[src/rtl/assert_macros.svh]
// Assertion macros shared by the frame splitter modules.
`ifndef ASSERT_MACROS_SVH
`define ASSERT_MACROS_SVH

`ifndef ASSERT_OFF

// Check that prop holds at every rising clock edge outside reset.
`define ASSERT_ALWAYS(label, clk, rst, prop, msg) \
   label: assert property (@(posedge clk) disable iff (rst) (prop)) else $error(msg);

// Check that cons follows ante in the same cycle outside reset.
`define ASSERT_IMPLIES(label, clk, rst, ante, cons, msg) \
   label: assert property (@(posedge clk) disable iff (rst) (ante) |-> (cons)) else $error(msg);

`else

`define ASSERT_ALWAYS(label, clk, rst, prop, msg)
`define ASSERT_IMPLIES(label, clk, rst, ante, cons, msg)

`endif

`endif

[src/rtl/lpfs_pkg.sv]
// Shared types and constants of the length-prefixed frame splitter.
`default_nettype none

package lpfs_pkg;

   // Result kinds
   typedef enum logic [1:0] {
      KindData      = 2'd0,
      KindHeartbeat = 2'd1,
      KindLenErr    = 2'd2
   } lpfs_kind_type;

   // Input actions
   localparam logic ActByte  = 1'b0;
   localparam logic ActClear = 1'b1;

   // Header constants
   localparam logic [31:0] HeartbeatWord = 32'h0000_FFFF;
   localparam logic [31:0] HdrLen        = 32'd4;
   localparam logic [15:0] MaxLenReset   = 16'd4096;

   // Result queue: depth is a power of two, at least four
   localparam int RspDepth   = 8;
   localparam int BurstMax   = 4;

   // One result transaction
   typedef struct packed {
      logic          burst_end;
      logic          last_pkg;
      logic          first_pkg;
      logic [7:0]    data;
      lpfs_kind_type kind;
   } lpfs_rsp_type;

   // Results pushed by one processed item
   typedef struct packed {
      logic [2:0]                  n;
      lpfs_rsp_type [BurstMax-1:0] item;
   } lpfs_push_type;

endpackage

`default_nettype wire

[src/rtl/lpfs_parser.sv]
// Input register, header/body parser state and result generation.
`default_nettype none
`include "assert_macros.svh"

module lpfs_parser
   import lpfs_pkg::*;
(
   input  wire logic          clock,
   input  wire logic          reset,
   input  wire logic          csr_wr_en,
   input  wire logic [15:0]   csr_wr_data,
   input  wire logic          in_valid,
   input  wire logic          in_action,
   input  wire logic [7:0]    in_byte,
   output logic               in_ready,
   input  wire logic          room,
   output lpfs_push_type      push
);

   logic        in_vld_ff, in_vld_in;
   logic        in_act_ff;
   logic [7:0]  in_byte_ff;
   logic [15:0] max_len_ff;
   logic [7:0]  hdr_ff [3];
   logic [7:0]  hdr_in [3];
   logic [1:0]  hdr_cnt_ff, hdr_cnt_in;
   logic        in_body_ff, in_body_in;
   logic [15:0] body_rem_ff, body_rem_in;
   logic        err_ff, err_in;
   logic        go;
   logic        accept;
   logic [15:0] rem_dec;
   logic [31:0] be_word;
   logic [31:0] le_word;
   logic [31:0] body_len;

   // Input register advances when empty or when its transaction is processed
   assign go       = in_vld_ff && room;
   assign in_ready = !in_vld_ff || room;
   assign accept   = in_valid && in_ready;

   always_comb begin
      if (accept) begin
         in_vld_in = 1'b1;
      end else if (go) begin
         in_vld_in = 1'b0;
      end else begin
         in_vld_in = in_vld_ff;
      end
   end

   // Assemble header words from stored bytes and the current byte
   assign be_word  = {hdr_ff[0], hdr_ff[1], hdr_ff[2], in_byte_ff};
   assign le_word  = {in_byte_ff, hdr_ff[2], hdr_ff[1], hdr_ff[0]};
   assign rem_dec  = body_rem_ff - 16'd1;
   assign body_len = be_word - HdrLen;

   // Step the parser on the registered transaction
   always_comb begin
      hdr_in      = hdr_ff;
      hdr_cnt_in  = hdr_cnt_ff;
      in_body_in  = in_body_ff;
      body_rem_in = body_rem_ff;
      err_in      = err_ff;
      push        = '0;
      if (go) begin
         if (in_act_ff == ActClear) begin
            hdr_cnt_in  = 2'd0;
            in_body_in  = 1'b0;
            body_rem_in = 16'd0;
            err_in      = 1'b0;
         end else if (err_ff) begin
            // drop everything until a clear
         end else if (in_body_ff) begin
            body_rem_in = rem_dec;
            in_body_in  = (rem_dec != 16'd0);
            push.n                   = 3'd1;
            push.item[0].kind        = KindData;
            push.item[0].data        = in_byte_ff;
            push.item[0].last_pkg    = (rem_dec == 16'd0);
            push.item[0].burst_end   = 1'b1;
         end else if (hdr_cnt_ff != 2'd3) begin
            hdr_in[hdr_cnt_ff] = in_byte_ff;
            hdr_cnt_in         = hdr_cnt_ff + 2'd1;
         end else begin
            hdr_cnt_in = 2'd0;
            if (le_word == HeartbeatWord) begin
               push.n                 = 3'd1;
               push.item[0].kind      = KindHeartbeat;
               push.item[0].burst_end = 1'b1;
            end else if (be_word < HdrLen || be_word > {16'd0, max_len_ff}) begin
               err_in                 = 1'b1;
               push.n                 = 3'd1;
               push.item[0].kind      = KindLenErr;
               push.item[0].burst_end = 1'b1;
            end else begin
               push.n                 = 3'd4;
               push.item[0].kind      = KindData;
               push.item[0].data      = hdr_ff[0];
               push.item[0].first_pkg = 1'b1;
               push.item[1].kind      = KindData;
               push.item[1].data      = hdr_ff[1];
               push.item[2].kind      = KindData;
               push.item[2].data      = hdr_ff[2];
               push.item[3].kind      = KindData;
               push.item[3].data      = in_byte_ff;
               push.item[3].last_pkg  = (be_word == HdrLen);
               push.item[3].burst_end = 1'b1;
               if (be_word != HdrLen) begin
                  in_body_in  = 1'b1;
                  body_rem_in = body_len[15:0];
               end
            end
         end
      end
   end

   // Control state
   always_ff @(posedge clock) begin
      if (reset) begin
         in_vld_ff   <= 1'b0;
         max_len_ff  <= MaxLenReset;
         hdr_cnt_ff  <= 2'd0;
         in_body_ff  <= 1'b0;
         body_rem_ff <= 16'd0;
         err_ff      <= 1'b0;
      end else begin
         in_vld_ff   <= in_vld_in;
         hdr_cnt_ff  <= hdr_cnt_in;
         in_body_ff  <= in_body_in;
         body_rem_ff <= body_rem_in;
         err_ff      <= err_in;
         if (csr_wr_en) begin
            max_len_ff <= csr_wr_data;
         end
      end
   end

   // Payload registers
   always_ff @(posedge clock) begin
      if (accept) begin
         in_act_ff  <= in_action;
         in_byte_ff <= in_byte;
      end
      hdr_ff <= hdr_in;
   end

   `ASSERT_IMPLIES(a_body_nonzero, clock, reset, in_body_ff, body_rem_ff != 16'd0, "body active with zero remaining")
   `ASSERT_IMPLIES(a_err_idle, clock, reset, err_ff, !in_body_ff && hdr_cnt_ff == 2'd0, "error set outside header start")
   `ASSERT_IMPLIES(a_push_room, clock, reset, push.n != 3'd0, go, "results pushed without queue room")

endmodule

`default_nettype wire

[src/rtl/lpfs_rsp_queue.sv]
// Result queue: takes up to four results per cycle, hands out one per cycle on out_ready.
`default_nettype none
`include "assert_macros.svh"

module lpfs_rsp_queue
   import lpfs_pkg::*;
(
   input  wire logic          clock,
   input  wire logic          reset,
   input  lpfs_push_type      push,
   output logic               room,
   output logic               out_valid,
   input  wire logic          out_ready,
   output lpfs_rsp_type       out_item
);

   localparam int PtrW = $clog2(RspDepth);
   localparam int CntW = PtrW + 1;

   lpfs_rsp_type    mem_ff [RspDepth];
   logic [PtrW-1:0] wr_ptr_ff, wr_ptr_in;
   logic [PtrW-1:0] rd_ptr_ff, rd_ptr_in;
   logic [CntW-1:0] cnt_ff, cnt_in;
   logic            pop;

   // Room for a whole burst regardless of this cycle's pop
   assign room      = cnt_ff <= CntW'(RspDepth - BurstMax);
   assign out_valid = cnt_ff != '0;
   assign out_item  = mem_ff[rd_ptr_ff];
   assign pop       = out_valid && out_ready;

   // Advance pointers and fill count
   always_comb begin
      wr_ptr_in = wr_ptr_ff + PtrW'(push.n);
      rd_ptr_in = rd_ptr_ff + PtrW'(pop);
      cnt_in    = cnt_ff + CntW'(push.n) - CntW'(pop);
   end

   always_ff @(posedge clock) begin
      if (reset) begin
         wr_ptr_ff <= '0;
         rd_ptr_ff <= '0;
         cnt_ff    <= '0;
      end else begin
         wr_ptr_ff <= wr_ptr_in;
         rd_ptr_ff <= rd_ptr_in;
         cnt_ff    <= cnt_in;
      end
   end

   // Write the pushed results at consecutive slots
   always_ff @(posedge clock) begin
      for (int i = 0; i < BurstMax; i++) begin
         if (3'(i) < push.n) begin
            mem_ff[wr_ptr_ff + PtrW'(i)] <= push.item[i];
         end
      end
   end

   `ASSERT_ALWAYS(a_cnt_bound, clock, reset, cnt_ff <= CntW'(RspDepth), "result queue overfilled")
   `ASSERT_IMPLIES(a_push_fits, clock, reset, push.n != 3'd0, room, "push without room for a burst")

endmodule

`default_nettype wire

[src/rtl/length_prefixed_frame_splitter_unit.sv]
// Top level of the length-prefixed frame splitter with heartbeat detection.
//
//  channel  direction  fields
//  req_     in         tdata: rx_byte[7:0]; tuser: action
//  rsp_     out        tdata: out_byte[7:0]; tlast: last_of_package;
//                      tuser: kind[1:0], first_of_package, last_of_burst
//  csr_     in         wr_data: max_package_len[15:0], written when wr_en
//
// One input transaction per cycle while req_tready is high; a result passes the
// input register, then the result queue, before it is offered on rsp_.
// A completed header with a valid length pushes four results into the 8-entry
// result queue at once; input is taken while the input register is empty or
// the queue has at least four free slots, and the output side drains one
// result per cycle while rsp_tready is high.
// Synchronous reset clears the parser and the queue and sets the limit to 4096.
`default_nettype none

module length_prefixed_frame_splitter_unit
   import lpfs_pkg::*;
(
   input  wire logic        clock,
   input  wire logic        reset,
   input  wire logic        csr_wr_en,
   input  wire logic [15:0] csr_wr_data,  // max_package_len[15:0]
   input  wire logic        req_tvalid,
   output logic             req_tready,
   input  wire logic [7:0]  req_tdata,    // rx_byte[7:0]
   input  wire logic        req_tuser,    // action
   output logic             rsp_tvalid,
   input  wire logic        rsp_tready,
   output logic [7:0]       rsp_tdata,    // out_byte[7:0]
   output logic             rsp_tlast,    // last_of_package
   output logic [3:0]       rsp_tuser     // kind[1:0], first_of_package, last_of_burst
);

   lpfs_push_type push;
   lpfs_rsp_type  rsp_item;
   logic          room;

   // Parse incoming transactions
   lpfs_parser u_parser (
      .clock       (clock),
      .reset       (reset),
      .csr_wr_en   (csr_wr_en),
      .csr_wr_data (csr_wr_data),
      .in_valid    (req_tvalid),
      .in_action   (req_tuser),
      .in_byte     (req_tdata),
      .in_ready    (req_tready),
      .room        (room),
      .push        (push)
   );

   // Queue results toward the output
   lpfs_rsp_queue u_rsp_queue (
      .clock     (clock),
      .reset     (reset),
      .push      (push),
      .room      (room),
      .out_valid (rsp_tvalid),
      .out_ready (rsp_tready),
      .out_item  (rsp_item)
   );

   // Map the result onto the stream fields
   assign rsp_tdata = rsp_item.data;
   assign rsp_tlast = rsp_item.last_pkg;
   assign rsp_tuser = {rsp_item.burst_end, rsp_item.first_pkg, rsp_item.kind};

endmodule

`default_nettype wire
[config.mk]
export PLATFORM = sky130hd
export DESIGN_NAME = length_prefixed_frame_splitter_unit
export DESIGN_NICKNAME = d
export VERILOG_FILES = /design/src/rtl/lpfs_pkg.sv /design/src/rtl/lpfs_parser.sv /design/src/rtl/lpfs_rsp_queue.sv /design/src/rtl/length_prefixed_frame_splitter_unit.sv
export VERILOG_INCLUDE_DIRS = /design/src /design/src/rtl
export SDC_FILE = /design/constraint.sdc
export NUM_CORES = 1
export LEC_CHECK = 0
export ABC_AREA = 1
export BUFFER_PORTS_ARGS = -buffer_cell sky130_fd_sc_hd__buf_4
export CAP_MARGIN = 20
export CORE_ASPECT_RATIO = 1.2
export CORE_MARGIN = 2
export CORE_UTILIZATION = 45
export CTS_CLUSTER_SIZE = 20
export DETAILED_ROUTE_END_ITERATION = 16
export MAX_ROUTING_LAYER = met4
export PLACE_DENSITY = 0.72
export SYNTH_ARGS = -nofsm -noshare
export SYNTH_HDL_FRONTEND = slang
export SYNTH_SLANG_ARGS = --single-unit
[constraint.sdc]
create_clock -name clock -period 2.7 [get_ports clock]
set_input_delay 0.405 -clock clock [delete_from_list [all_inputs] [get_ports clock]]
set_output_delay 0.405 -clock clock [all_outputs]
set_load 0.01 [all_outputs]
==> reports/metrics.yaml <==
ys_seq_area_frac: 0.450
core_sq_um: 23300
slew_violations: 0
overflow: 0
drive_gt1_frac: 0.190
dieArea_sq_um: 25000
synth_top_cells_by_area: "edfxtp_1 (32%), dfxtp_1 (13%), nand2_1 (9.6%)"
num_vias: 10019
cts.sinks: 184
fin_crit_ns: 2.74
die_x_microns: 145
required_ns: 3.02
synth-async-reset-ratio: 0
syn_area_sq_um: 10700
totalWireLength_microns: 32600
postLayoutCoreUtil: 0.561
layout.nets: 1559
fin_skew_ns: 0.0103
syn_avg_cell_area_sq_um: 7.89
h-tree-depth: 4
cts_tree: "yes"
io_pins: 45
power_mw: 8.23
rsz0062_at_grt: "true"
regToRegSetupSlack_ns: -0.04
start_util: 0.459
clockRootBuffer: "clkbuf_16"
arrival_ns: 3.07
hold-worst-slack_ns: 0.132
failed_checks: "negative setup slack"
worstPathMaxFanout: 3
synthDistinctLibCells: 49
clk_path_buf_depth: 2
start_kind: "register"
drc_errors: 0
max_freq_mhz: 365
ys_warn_count: 0
die_h_microns: 173
grt_max_degree: 36
synth_edf_count: 113
grt_use_total: 0.272
status: "complete, but fails checks"
worstSetupPathType: "reg -> reg"
n_fill_cell: 2098
fp-row-count: 61
finalSetupViolCount: 2
place.gp.congestion: 1.01
cp-end-kind: "register"
synthCells: 1354
synth_top_area_frac: 0.317
clock_latency_ns: 0.45
place_area_sq_um: 12100
portBuffers: 44
design_area_sq_um: 13100
post-place-ws_ns: -0.0498
cts_inserted_buffers: 17
synthToLayoutAreaGrowth_pct: 22.2
tightestPinTransition_ns: 0.700
first_pass_iters: 6
cellPowerDensity_nw_per_um2: 630
antenna_found_initial: 0
synth_flop_cell: "edfxtp_1"
ant_nets: 0
via_per_inst: 5.50
holdBufCountCts: 0
clk_transition_reported_paths_ns: 0.07
dpl.hpwl_microns: 24000
synth_nets: 1421
max_cap_violations: 0
period_share: 1.02
max_slew_margin: 0.533
finalHoldViolations: 0
grt_pass1_vias: 9593
grt_pass1_wl_microns: 50900
initialDrtViolationCount: 1062
min_path_type: "in -> reg"
ir_drop_mv: 0.464
num_antenna_cells: 0
yosysTopAreaCell: "edfxtp_1"
setup_ws_ns: -0.0410
leakagePower_nw: 5.69
synth_seq_cells: 184
wl_per_cell_microns: 17.9
[cell usage after synthesis (all sizes together), types with 2 or more instances]
| library cell | n |
|---|---|
| nand3 | 39 |
| o21bai | 2 |
| nor3 | 17 |
| clkinv | 7 |
| nand2 | 286 |
| o211ai | 55 |
| or2 | 3 |
| a31oi | 13 |
| a21oi | 52 |
| dfxtp | 71 |
| edfxtp | 113 |
| ha | 36 |
| clkbuf | 26 |
| nor2 | 199 |
| xor2 | 21 |
| o22ai | 30 |
| buf | 10 |
| xnor2 | 4 |
| inv | 193 |
| nand4 | 27 |
| o21ai | 139 |
| nor4 | 3 |
[final timing paths]
check,startpoint,endpoint,depth (start not counted)
worst max-delay path,u_parser.in_byte_ff[7],u_rsp_queue.cnt_ff[1],16
worst min-delay path,req_tdata[1],u_parser.in_byte_ff[1],1
worst max register to register,u_parser.in_byte_ff[7],u_rsp_queue.cnt_ff[1],16
worst min register to register,u_rsp_queue.mem_ff[1][0],u_rsp_queue.mem_ff[1][0],2
[routing by layer]
layer / vias up / routed length [microns] / GRT usage
met1: 4654 / 12900 / 0.327
met5: - / 0 / -
met2: 460 / 16300 / 0.458
met4: 0 / 1190 / 0.107
li1: 4811 / - / -
met3: 94 / 2230 / 0.0366
[cell families after synthesis]
kind of cell | synth area share
buffers and inverters | 0.0866
AND/OR/NAND/NOR | 0.238
XOR/XNOR | 0.0205
AO/OA/AOI/OAI | 0.161
flip-flops | 0.450
adder cells (fa/ha/maj) | 0.0440
[cell usage in the layout (no fill, tap or decap), types with 8 or more instances in the layout]
cell type / n
ha_4: 8
nand2_2: 9
o21ai_0: 108
a31oi_1: 13
o22ai_1: 30
clkbuf_16: 20
nor2_1: 178
ha_1: 27
a21oi_1: 47
nor3_1: 13
nand4_1: 24
nand3_1: 36
o21ai_1: 27
edfxtp_1: 113
nor2_4: 10
inv_1: 169
xor2_1: 20
nand2_1: 269
nand2_4: 8
buf_4: 142
nor2_2: 11
dfxtp_1: 70
buf_12: 9
o211ai_1: 55
inv_2: 18
[registers in the layout, summed over array words and instances, names as in the netlist, 2 cells and up]
register               flops
u_rsp_queue.mem_ff       104
u_parser.in_byte_ff        8
u_rsp_queue.rd_ptr_ff      3
u_parser.be_word          24
u_parser.max_len_ff       16
u_parser.hdr_cnt_ff        2
u_rsp_queue.cnt_ff         4
u_parser.body_rem_ff      16
u_rsp_queue.wr_ptr_ff      3
[power breakdown]
group / internal [mW] / switching (mW) / total [mW]
clock: 1.53 / 1.13 / 2.67
combinational: 0.888 / 1.46 / 2.35
sequential: 3.09 / 0.125 / 3.21
total: 5.51 / 2.72 / 8.23
[critical path, cell delays in order, from the launching register on]
cell and delay [ns]:
edfxtp_1 0.44, ha_4 0.30, nand2_1 0.09, o21a_1 0.21, nand2_1 0.06, nand2_1 0.05
nand2_1 0.07, nand2_2 0.10, nand2_2 0.10, inv_2 0.04, o21ai_2 0.12, nand4_1 0.14
inv_1 0.12, ha_2 0.18, inv_2 0.04, fa_2 0.51, nor2_1 0.04
[stage by stage]
step | TNS, ns | instances
2_1_floorplan | 0 | 1354
3_3_place_gp | -0.0238 | 1778
3_5_place_dp | -0.0682 | 1778
4_1_cts | 0 | 1811
5_1_grt | -2.52 | 1820
6_report | -0.0566 | 1820
[cell type report]
class / count / area [sq um] / area share
Tap cell: 315 / 394 / 0.0302
Inverter: 200 / 774 / 0.0593
Clock inverter: 8 / 93.8 / 0.00719
Multi-Input combinational cell: 934 / 5160 / 0.395
Timing Repair Buffer: 153 / 1270 / 0.0971
Timing Repair inverter: 2 / 11.3 / 0.000862
Clock buffer: 24 / 546 / 0.0418
Sequential cell: 184 / 4820 / 0.369
[repair_timing]
action / in CTS / in global routing
setup endpoints to repair: 2 / 140
pin swaps: 1 / 14
setup buffers: 1 / 7
resized for setup: 2 / 57
gates cloned: 0 / 2
No activity file was read; power rests on OpenSTA's default activity.
